$ cat src/design/arpc_pkg.sv
package arpc_pkg;

  localparam int CACHE_ENTRIES = 8;
  localparam int IDX_W = (CACHE_ENTRIES > 1) ? $clog2(CACHE_ENTRIES) : 1;
  localparam int CNT_W = $clog2(CACHE_ENTRIES + 1);

  localparam int MAC_W = 48;
  localparam int IP_W  = 32;
  localparam int CFG_IDX_W = 1;

  // item opcodes
  localparam logic [1:0] OP_RX       = 2'd0;
  localparam logic [1:0] OP_LOOKUP   = 2'd1;
  localparam logic [1:0] OP_SEND_REQ = 2'd2;

  // ARP operation codes
  localparam logic [15:0] RX_ARP_REQUEST = 16'd1;
  localparam logic [15:0] RX_ARP_REPLY   = 16'd2;
  localparam logic [1:0]  FR_NONE        = 2'd0;
  localparam logic [1:0]  FR_REQUEST     = 2'd1;
  localparam logic [1:0]  FR_REPLY       = 2'd2;

  // configuration register indexes
  localparam logic [CFG_IDX_W-1:0] CFG_OWN_MAC = 1'd0;
  localparam logic [CFG_IDX_W-1:0] CFG_OWN_IP  = 1'd1;

  localparam logic [MAC_W-1:0] MAC_BROADCAST = '1;

  typedef struct packed {
    logic             send_frame;
    logic [1:0]       frame_operation;
    logic [MAC_W-1:0] frame_dest_mac;
    logic [MAC_W-1:0] frame_target_mac;
    logic [IP_W-1:0]  frame_target_ip;
    logic             found;
    logic [MAC_W-1:0] found_mac;
  } result_t;

  typedef struct packed {
    logic             we;
    logic [IDX_W-1:0] waddr;
    logic [IP_W-1:0]  wip;
    logic [MAC_W-1:0] wmac;
    logic [IDX_W-1:0] raddr;
  } mem_req_t;

  typedef struct packed {
    logic [IP_W-1:0]  ip;
    logic [MAC_W-1:0] mac;
  } mem_rd_t;

endpackage

$ cat src/design/arpc_if.sv
interface arpc_in_if;
  logic        valid;
  logic        ready;
  logic [1:0]  opcode;
  logic [15:0] rx_operation;
  logic [47:0] rx_sender_mac;
  logic [31:0] rx_sender_ip;
  logic [31:0] rx_target_ip;
  logic [31:0] lookup_ip;
  logic [31:0] request_ip;

  modport source (
    output valid, opcode, rx_operation, rx_sender_mac, rx_sender_ip, rx_target_ip,
           lookup_ip, request_ip,
    input  ready
  );
  modport sink (
    input  valid, opcode, rx_operation, rx_sender_mac, rx_sender_ip, rx_target_ip,
           lookup_ip, request_ip,
    output ready
  );
endinterface

interface arpc_out_if;
  logic        valid;
  logic        ready;
  logic        send_frame;
  logic [1:0]  frame_operation;
  logic [47:0] frame_dest_mac;
  logic [47:0] frame_target_mac;
  logic [31:0] frame_target_ip;
  logic        found;
  logic [47:0] found_mac;

  modport source (
    output valid, send_frame, frame_operation, frame_dest_mac, frame_target_mac,
           frame_target_ip, found, found_mac,
    input  ready
  );
  modport sink (
    input  valid, send_frame, frame_operation, frame_dest_mac, frame_target_mac,
           frame_target_ip, found, found_mac,
    output ready
  );
endinterface

interface arpc_cfg_if;
  logic        valid;
  logic        ready;
  logic [0:0]  index;
  logic [47:0] data;

  modport source (output valid, index, data, input ready);
  modport sink (input valid, index, data, output ready);
endinterface

$ cat src/design/arpc_cache_mem.sv
module arpc_cache_mem
  import arpc_pkg::*;
(
  input  logic     clk,
  input  mem_req_t req,
  output mem_rd_t  rd
);

  logic [IP_W-1:0]  ip_mem  [CACHE_ENTRIES];
  logic [MAC_W-1:0] mac_mem [CACHE_ENTRIES];

  always_ff @(posedge clk) begin
    if (req.we) begin
      ip_mem[req.waddr]  <= req.wip;
      mac_mem[req.waddr] <= req.wmac;
    end
  end

  // registered read
  always_ff @(posedge clk) begin
    rd.ip  <= ip_mem[req.raddr];
    rd.mac <= mac_mem[req.raddr];
  end

endmodule

$ cat src/design/arpc_engine.sv
module arpc_engine
  import arpc_pkg::*;
(
  input  logic         clk,
  input  logic         rst,
  arpc_in_if.sink      in_ch,
  arpc_out_if.source   out_ch,
  output mem_req_t     mem_req,
  input  mem_rd_t      mem_rd
);

  localparam logic [1:0] ST_IDLE = 2'd0;
  localparam logic [1:0] ST_SCAN = 2'd1;
  localparam logic [1:0] ST_DONE = 2'd2;

  logic [1:0]       state, state_next;
  logic [CNT_W-1:0] count, count_next;
  logic [IDX_W-1:0] scan_idx, scan_idx_next;
  logic [IP_W-1:0]  look_ip, look_ip_next;
  result_t          res, res_next;
  logic             out_valid, out_valid_next;
  result_t          out_data, out_data_next;

  assign in_ch.ready = (state == ST_IDLE);

  always_comb begin
    state_next     = state;
    count_next     = count;
    scan_idx_next  = scan_idx;
    look_ip_next   = look_ip;
    res_next       = res;
    out_data_next  = out_data;
    out_valid_next = out_valid;
    if (out_valid && out_ch.ready) begin
      out_valid_next = 1'b0;
    end

    mem_req.we    = 1'b0;
    mem_req.waddr = count[IDX_W-1:0];
    mem_req.wip   = in_ch.rx_sender_ip;
    mem_req.wmac  = in_ch.rx_sender_mac;
    mem_req.raddr = '0;

    case (state)
      ST_IDLE: begin
        if (in_ch.valid) begin
          res_next      = '0;
          scan_idx_next = '0;
          state_next    = ST_DONE;
          case (in_ch.opcode)
            OP_RX: begin
              if (in_ch.rx_operation == RX_ARP_REQUEST) begin
                res_next.send_frame       = 1'b1;
                res_next.frame_operation  = FR_REPLY;
                res_next.frame_dest_mac   = in_ch.rx_sender_mac;
                res_next.frame_target_mac = in_ch.rx_sender_mac;
                res_next.frame_target_ip  = in_ch.rx_sender_ip;
              end else if (in_ch.rx_operation == RX_ARP_REPLY &&
                           count < CNT_W'(CACHE_ENTRIES)) begin
                // append; full cache drops silently
                mem_req.we = 1'b1;
                count_next = count + CNT_W'(1);
              end
            end
            OP_LOOKUP: begin
              look_ip_next = in_ch.lookup_ip;
              if (count != '0) begin
                state_next = ST_SCAN;
              end
            end
            OP_SEND_REQ: begin
              res_next.send_frame      = 1'b1;
              res_next.frame_operation = FR_REQUEST;
              res_next.frame_dest_mac  = MAC_BROADCAST;
              res_next.frame_target_ip = in_ch.request_ip;
            end
            default: ;
          endcase
        end
      end
      ST_SCAN: begin
        // mem_rd holds entry scan_idx
        if (mem_rd.ip == look_ip) begin
          res_next.found     = 1'b1;
          res_next.found_mac = mem_rd.mac;
          state_next         = ST_DONE;
        end else if (CNT_W'(scan_idx) + CNT_W'(1) < count) begin
          mem_req.raddr = scan_idx + IDX_W'(1);
          scan_idx_next = scan_idx + IDX_W'(1);
        end else begin
          state_next = ST_DONE;
        end
      end
      ST_DONE: begin
        if (!out_valid || out_ch.ready) begin
          out_valid_next = 1'b1;
          out_data_next  = res;
          state_next     = ST_IDLE;
        end
      end
      default: state_next = ST_IDLE;
    endcase
  end

  always_ff @(posedge clk) begin
    if (rst) begin
      state     <= ST_IDLE;
      count     <= '0;
      out_valid <= 1'b0;
    end else begin
      state     <= state_next;
      count     <= count_next;
      out_valid <= out_valid_next;
    end
    scan_idx <= scan_idx_next;
    look_ip  <= look_ip_next;
    res      <= res_next;
    out_data <= out_data_next;
  end

  assign out_ch.valid            = out_valid;
  assign out_ch.send_frame       = out_data.send_frame;
  assign out_ch.frame_operation  = out_data.frame_operation;
  assign out_ch.frame_dest_mac   = out_data.frame_dest_mac;
  assign out_ch.frame_target_mac = out_data.frame_target_mac;
  assign out_ch.frame_target_ip  = out_data.frame_target_ip;
  assign out_ch.found            = out_data.found;
  assign out_ch.found_mac        = out_data.found_mac;

endmodule

$ cat src/design/arp_cache_and_responder.sv
// ARP responder with an eight-entry address cache. One item is handled at a
// time: in_ch.ready is high only while the sequencer is idle. A received
// request gives a reply frame aimed at the requester, a received reply is
// appended to the cache (dropped when full, duplicates kept), a lookup scans
// the cache from entry 0 and returns the first match, and a send-request
// item gives a broadcast request. Every item produces exactly one result
// transfer. Timing: all items but lookups go from acceptance straight to
// the load of the result into the output register. A lookup first reads
// the cache one entry per cycle, because the cache has a single registered
// read port, and a hit stops the scan early. The sequencer is back in idle
// right after the load; any wait for the output register to free up adds to
// the time an item takes. The next item is taken the cycle after the result
// is loaded into the output register, even while that result waits.
// own_mac / own_ip (config index 0 / 1) are held here for the downstream
// framer as the sender fields; write them only while the block is idle.
module arp_cache_and_responder
  import arpc_pkg::*;
(
  input  logic        clk,
  input  logic        rst,
  arpc_cfg_if.sink    cfg_ch,
  arpc_in_if.sink     in_ch,
  arpc_out_if.source  out_ch
);

  logic [MAC_W-1:0] own_mac;
  logic [IP_W-1:0]  own_ip;

  mem_req_t mem_req;
  mem_rd_t  mem_rd;

  // config writes always taken
  assign cfg_ch.ready = 1'b1;

  always_ff @(posedge clk) begin
    if (rst) begin
      own_mac <= '0;
      own_ip  <= '0;
    end else if (cfg_ch.valid) begin
      case (cfg_ch.index)
        CFG_OWN_MAC: own_mac <= cfg_ch.data;
        CFG_OWN_IP:  own_ip  <= cfg_ch.data[IP_W-1:0];
        default: ;
      endcase
    end
  end

  // Sequencer: decode, append, lookup scan, output register.
  // Appends and scans never overlap (one item in flight), so no forwarding.
  arpc_engine u_engine (
    .clk     (clk),
    .rst     (rst),
    .in_ch   (in_ch),
    .out_ch  (out_ch),
    .mem_req (mem_req),
    .mem_rd  (mem_rd)
  );

  // Cache storage: entry IP and MAC, one write and one registered read port.
  arpc_cache_mem u_cache (
    .clk (clk),
    .req (mem_req),
    .rd  (mem_rd)
  );

endmodule

$ cat src/flat_wrapper.sv
// flat-port wrapper written by rule: the top's interface ports become plain ports
module arp_cache_and_responder_flat import arpc_pkg::*;
  (clk, rst, cfg_ch_valid, cfg_ch_index, cfg_ch_data, cfg_ch_ready, in_ch_valid, in_ch_opcode, in_ch_rx_operation, in_ch_rx_sender_mac, in_ch_rx_sender_ip, in_ch_rx_target_ip, in_ch_lookup_ip, in_ch_request_ip, in_ch_ready, out_ch_valid, out_ch_send_frame, out_ch_frame_operation, out_ch_frame_dest_mac, out_ch_frame_target_mac, out_ch_frame_target_ip, out_ch_found, out_ch_found_mac, out_ch_ready);
  arpc_cfg_if cfg_ch_i ();
  arpc_in_if in_ch_i ();
  arpc_out_if out_ch_i ();
  input  logic clk;
  input  logic rst;
  input wire logic [$bits(cfg_ch_i.valid)-1:0] cfg_ch_valid;
  input wire logic [$bits(cfg_ch_i.index)-1:0] cfg_ch_index;
  input wire logic [$bits(cfg_ch_i.data)-1:0] cfg_ch_data;
  output wire logic [$bits(cfg_ch_i.ready)-1:0] cfg_ch_ready;
  input wire logic [$bits(in_ch_i.valid)-1:0] in_ch_valid;
  input wire logic [$bits(in_ch_i.opcode)-1:0] in_ch_opcode;
  input wire logic [$bits(in_ch_i.rx_operation)-1:0] in_ch_rx_operation;
  input wire logic [$bits(in_ch_i.rx_sender_mac)-1:0] in_ch_rx_sender_mac;
  input wire logic [$bits(in_ch_i.rx_sender_ip)-1:0] in_ch_rx_sender_ip;
  input wire logic [$bits(in_ch_i.rx_target_ip)-1:0] in_ch_rx_target_ip;
  input wire logic [$bits(in_ch_i.lookup_ip)-1:0] in_ch_lookup_ip;
  input wire logic [$bits(in_ch_i.request_ip)-1:0] in_ch_request_ip;
  output wire logic [$bits(in_ch_i.ready)-1:0] in_ch_ready;
  output wire logic [$bits(out_ch_i.valid)-1:0] out_ch_valid;
  output wire logic [$bits(out_ch_i.send_frame)-1:0] out_ch_send_frame;
  output wire logic [$bits(out_ch_i.frame_operation)-1:0] out_ch_frame_operation;
  output wire logic [$bits(out_ch_i.frame_dest_mac)-1:0] out_ch_frame_dest_mac;
  output wire logic [$bits(out_ch_i.frame_target_mac)-1:0] out_ch_frame_target_mac;
  output wire logic [$bits(out_ch_i.frame_target_ip)-1:0] out_ch_frame_target_ip;
  output wire logic [$bits(out_ch_i.found)-1:0] out_ch_found;
  output wire logic [$bits(out_ch_i.found_mac)-1:0] out_ch_found_mac;
  input wire logic [$bits(out_ch_i.ready)-1:0] out_ch_ready;
  assign cfg_ch_i.valid = cfg_ch_valid;
  assign cfg_ch_i.index = cfg_ch_index;
  assign cfg_ch_i.data = cfg_ch_data;
  assign cfg_ch_ready = cfg_ch_i.ready;
  assign in_ch_i.valid = in_ch_valid;
  assign in_ch_i.opcode = in_ch_opcode;
  assign in_ch_i.rx_operation = in_ch_rx_operation;
  assign in_ch_i.rx_sender_mac = in_ch_rx_sender_mac;
  assign in_ch_i.rx_sender_ip = in_ch_rx_sender_ip;
  assign in_ch_i.rx_target_ip = in_ch_rx_target_ip;
  assign in_ch_i.lookup_ip = in_ch_lookup_ip;
  assign in_ch_i.request_ip = in_ch_request_ip;
  assign in_ch_ready = in_ch_i.ready;
  assign out_ch_valid = out_ch_i.valid;
  assign out_ch_send_frame = out_ch_i.send_frame;
  assign out_ch_frame_operation = out_ch_i.frame_operation;
  assign out_ch_frame_dest_mac = out_ch_i.frame_dest_mac;
  assign out_ch_frame_target_mac = out_ch_i.frame_target_mac;
  assign out_ch_frame_target_ip = out_ch_i.frame_target_ip;
  assign out_ch_found = out_ch_i.found;
  assign out_ch_found_mac = out_ch_i.found_mac;
  assign out_ch_i.ready = out_ch_ready;
  arp_cache_and_responder u_core (.clk(clk), .rst(rst), .cfg_ch(cfg_ch_i), .in_ch(in_ch_i), .out_ch(out_ch_i));
endmodule
$ cat config.mk
export PLATFORM = sky130hd
export DESIGN_NAME = arp_cache_and_responder_flat
export DESIGN_NICKNAME = d
export VERILOG_FILES = /design/src/design/arpc_pkg.sv /design/src/design/arpc_if.sv /design/src/design/arpc_cache_mem.sv /design/src/design/arpc_engine.sv /design/src/design/arp_cache_and_responder.sv /design/src/flat_wrapper.sv
export SDC_FILE = /design/constraint.sdc
export NUM_CORES = 1
export LEC_CHECK = 0
export BUFFER_PORTS_ARGS = -buffer_cell sky130_fd_sc_hd__buf_2
export CORE_ASPECT_RATIO = 1.4
export CORE_MARGIN = 4
export CORE_UTILIZATION = 53
export DETAILED_ROUTE_END_ITERATION = 10
export PLACE_DENSITY = 0.76
export SETUP_SLACK_MARGIN = 0.5
export SLEW_MARGIN = 20
export SYNTH_ARGS = -nofsm -noshare
export SYNTH_HDL_FRONTEND = slang
export SYNTH_HIERARCHICAL = 1
export SYNTH_SLANG_ARGS = --single-unit
$ cat constraint.sdc
create_clock -name clk -period 9.9 [get_ports clk]
set_input_delay 1.98 -clock clk [delete_from_list [all_inputs] [get_ports clk]]
set_output_delay 1.98 -clock clk [all_outputs]
set_load 0.02 [all_outputs]
==> metrics.txt <==
CP Capture Type=register; pwr dens=204 nW/um^2; Worst-Skew Late Latency=0.67 ns; Area contributors post-synth=edfxtp_1 (77%), mux4_2 (8.9%), dfxtp_1 (4.3%), mux2_2 (2.2%), buf_4 (1.6%); GR Util met3=3.06%; grt met1 use=25.9%; FMAX=192 MHz; register bit total from synthesis=1122; top-area cell type share of the netlist area=77.0%; IO Pins=431; worst reg-to-reg setup slack=5.06 ns; layout cells sized above 1=35.8%; Worst Path Arrival=5.47 ns; post-route ant nets=0; H-Tree Depth=3; row count=119; postcts setup bufs=0; GRT Residual Overflow=0; Iteration-0 DRC Markers=1311; RePlAce Congestion=0.792; port bufs=347; GR peak layer=met2; GRT met2 Usage=34.4%; CTS max path bufs=3; die height=335 um; Period minus WS final=5.20 ns; Final Hold Viols=0; die width=241 um; most frequent cells in the layout=edfxtp_1 (1035), buf_2 (347), mux4_2 (160); Avg Inst Size Synth=22.2 sq um; antenna violations before repair=6; Pins Over Slew Limit=0; DRC=0; Synth async-reset ratio=0%; Synthesis Warnings=6; Detailed Place HPWL=43700 um; Via-to-Cell Ratio=5.58; Slew Limit Headroom=23.0%; EDFF count, synth=1035; routed length per placed instance=24.6 um; Hold Buf Count CTS=0; final net count=2392; setup TNS=0 ns; maximum vdd drop=183 uV; All-Layer GR Usage=19.7%; Mapped Cells=1816; initial core utilization=53.6%; first-pass GRT wire length=119000 um; post_cts resized=0; largest net degree at the start of global routing=99; Die Area=80700 sq um; clk slew on worst S/H paths=0.06 ns; clock skew=0.0264 ns; Core Region=75300 sq um; outcome=finished, final reports clean; vias in the first global route=19259; Sink Count=1122; cell area after synthesis=40400 sq um; final worst-path cycle share=52.5%; Netlist cell types=37; Setup Viol. Count Final=0; fin util=61.0%; vias=17838; # Max-Cap Violations=0; kind of start point of the critical path=input pin; Worst EP required=10.17 ns; commonest non-fill, non-tap cell in the layout=edfxtp_1; TritonCTS clock tree=built; Area growth syn-to-layout=13.9%; drt first pass iters=5; TritonCTS Buffers=99; ys flop type=edfxtp_1; post-synth top area cell=edfxtp_1; root buffer cell=clkbuf_16; syn nets=2070; Max FO, Critical Path=55; worst-margin pin slew=1.15 ns; critical path class=in -> reg; final WL=78600 um; sequential fraction of the synthesis area=81.3%; RSZ-0062 raised after global routing=false; type of the tightest min-delay check=reg -> reg; leak pwr=15.4 nW
power by group:
group | internal (mW) | leakage, nW | total [mW] | switching (mW)
Sequential | 5.27 | 10.3 | 5.29 | 0.0235
Combinational | 0.0624 | 3.47 | 0.233 | 0.170
Clock | 2.20 | 1.63 | 3.87 | 1.67
Total | 7.53 | 15.4 | 9.39 | 1.86
critical path, cell delays in order:
cell and delay [ns]:
buf_2 0.13, nor4_1 0.31, nand4_1 0.31, nor3_2 0.45
nand2_1 0.32, nor2_4 0.86, buf_4 0.97
cells by family after synthesis:
kind of cell | count (synthesis) | synth area share [%]
other | 1 | 0.00929
multiplexers | 241 | 11.2
XOR/XNOR | 35 | 0.759
buffers and inverters | 161 | 2.58
flip-flops | 1122 | 81.3
AO/OA/AOI/OAI | 42 | 0.874
AND/OR/NAND/NOR | 208 | 3.10
adder cells (fa/ha/maj) | 6 | 0.186
worst paths after layout:
check,start,to,depth (start not counted)
worst max-delay path,in_ch_opcode[0],u_core/u_cache/mac_mem[7][44],7
worst min register to register,u_core/u_engine/res[126],u_core/u_engine/out_ch.frame_target_mac[45],0
worst max register to register,u_core/u_engine/scan_idx[0],u_core/u_cache/rd[16],11
worst min-delay path,u_core/u_engine/res[126],u_core/u_engine/out_ch.frame_target_mac[45],0
cell usage after synthesis (all sizes together), types with 5 or more instances:
cell type / count
xnor2: 35
nor3: 5
dfxtp: 87
nand2: 5
mux4: 160
buf: 123
edfxtp: 1035
and2: 99
nand2b: 8
inv: 9
a22o: 32
nand4: 10
nor4: 7
ha: 6
clkbuf: 29
or2: 49
nor2: 18
mux2: 80
area by class of cell:
type	count	area [sq um]
sequential	1122	32800
fill	5137	29400
multi-input combinational	533	6600
clock buffer	128	2680
timing repair buffer	373	1970
tap	968	1210
clock inverter	60	656
inverter	9	38.8
antenna	3	7.51
metal layers:
| layer | vias to the layer above | wire (um) | part of all wire [%] |
|---|---|---|---|
| li1 | 7818 | - | - |
| met1 | 9294 | 31400 | 40 |
| met2 | 619 | 41000 | 52 |
| met3 | 101 | 4540 | 5.8 |
| met4 | 6 | 1650 | 2.1 |
| met5 | - | 41 | 0.052 |
state kept, by name, indices dropped and copies added (netlist names):
| register | flops |
|---|---|
| u_core/u_engine/scan_idx | 3 |
| u_core/u_engine/out_ch.valid | 1 |
| u_core/u_cache/rd | 80 |
| u_core/u_engine/out_ch.frame_target_mac | 48 |
| u_core/u_cache/ip_mem | 256 |
| u_core/u_engine/out_ch.found_mac | 48 |
| u_core/u_engine/state | 2 |
| u_core/u_engine/out_ch.frame_target_ip | 32 |
| u_core/u_engine/out_ch.found | 1 |
| u_core/u_engine/look_ip | 32 |
| u_core/u_engine/count | 4 |
| u_core/u_engine/out_ch.frame_dest_mac | 48 |
| u_core/u_engine/out_ch.send_frame | 1 |
| u_core/u_cache/mac_mem | 384 |
| u_core/u_engine/res | 180 |
| u_core/u_engine/out_ch.frame_operation | 2 |
through the flow:
step / setup WS, ns / hold WS (ns) / power [mW] / instance area (sq um) / instances
CTS: 4.67 / 0.410 / 9.49 / 45900 / 3192
floorplan: 0.865 / 0.400 / 5.53 / 40400 / 1816
global route: 4.47 / 0.417 / 9.71 / 46000 / 3193
global placement: 4.07 / 0.401 / 5.61 / 42600 / 3004
finish: 4.70 / 0.406 / 9.39 / 46000 / 3196
detailed placement: 4.00 / 0.405 / 5.63 / 42600 / 3004
Note: power is estimated with default switching activity, not from simulation.
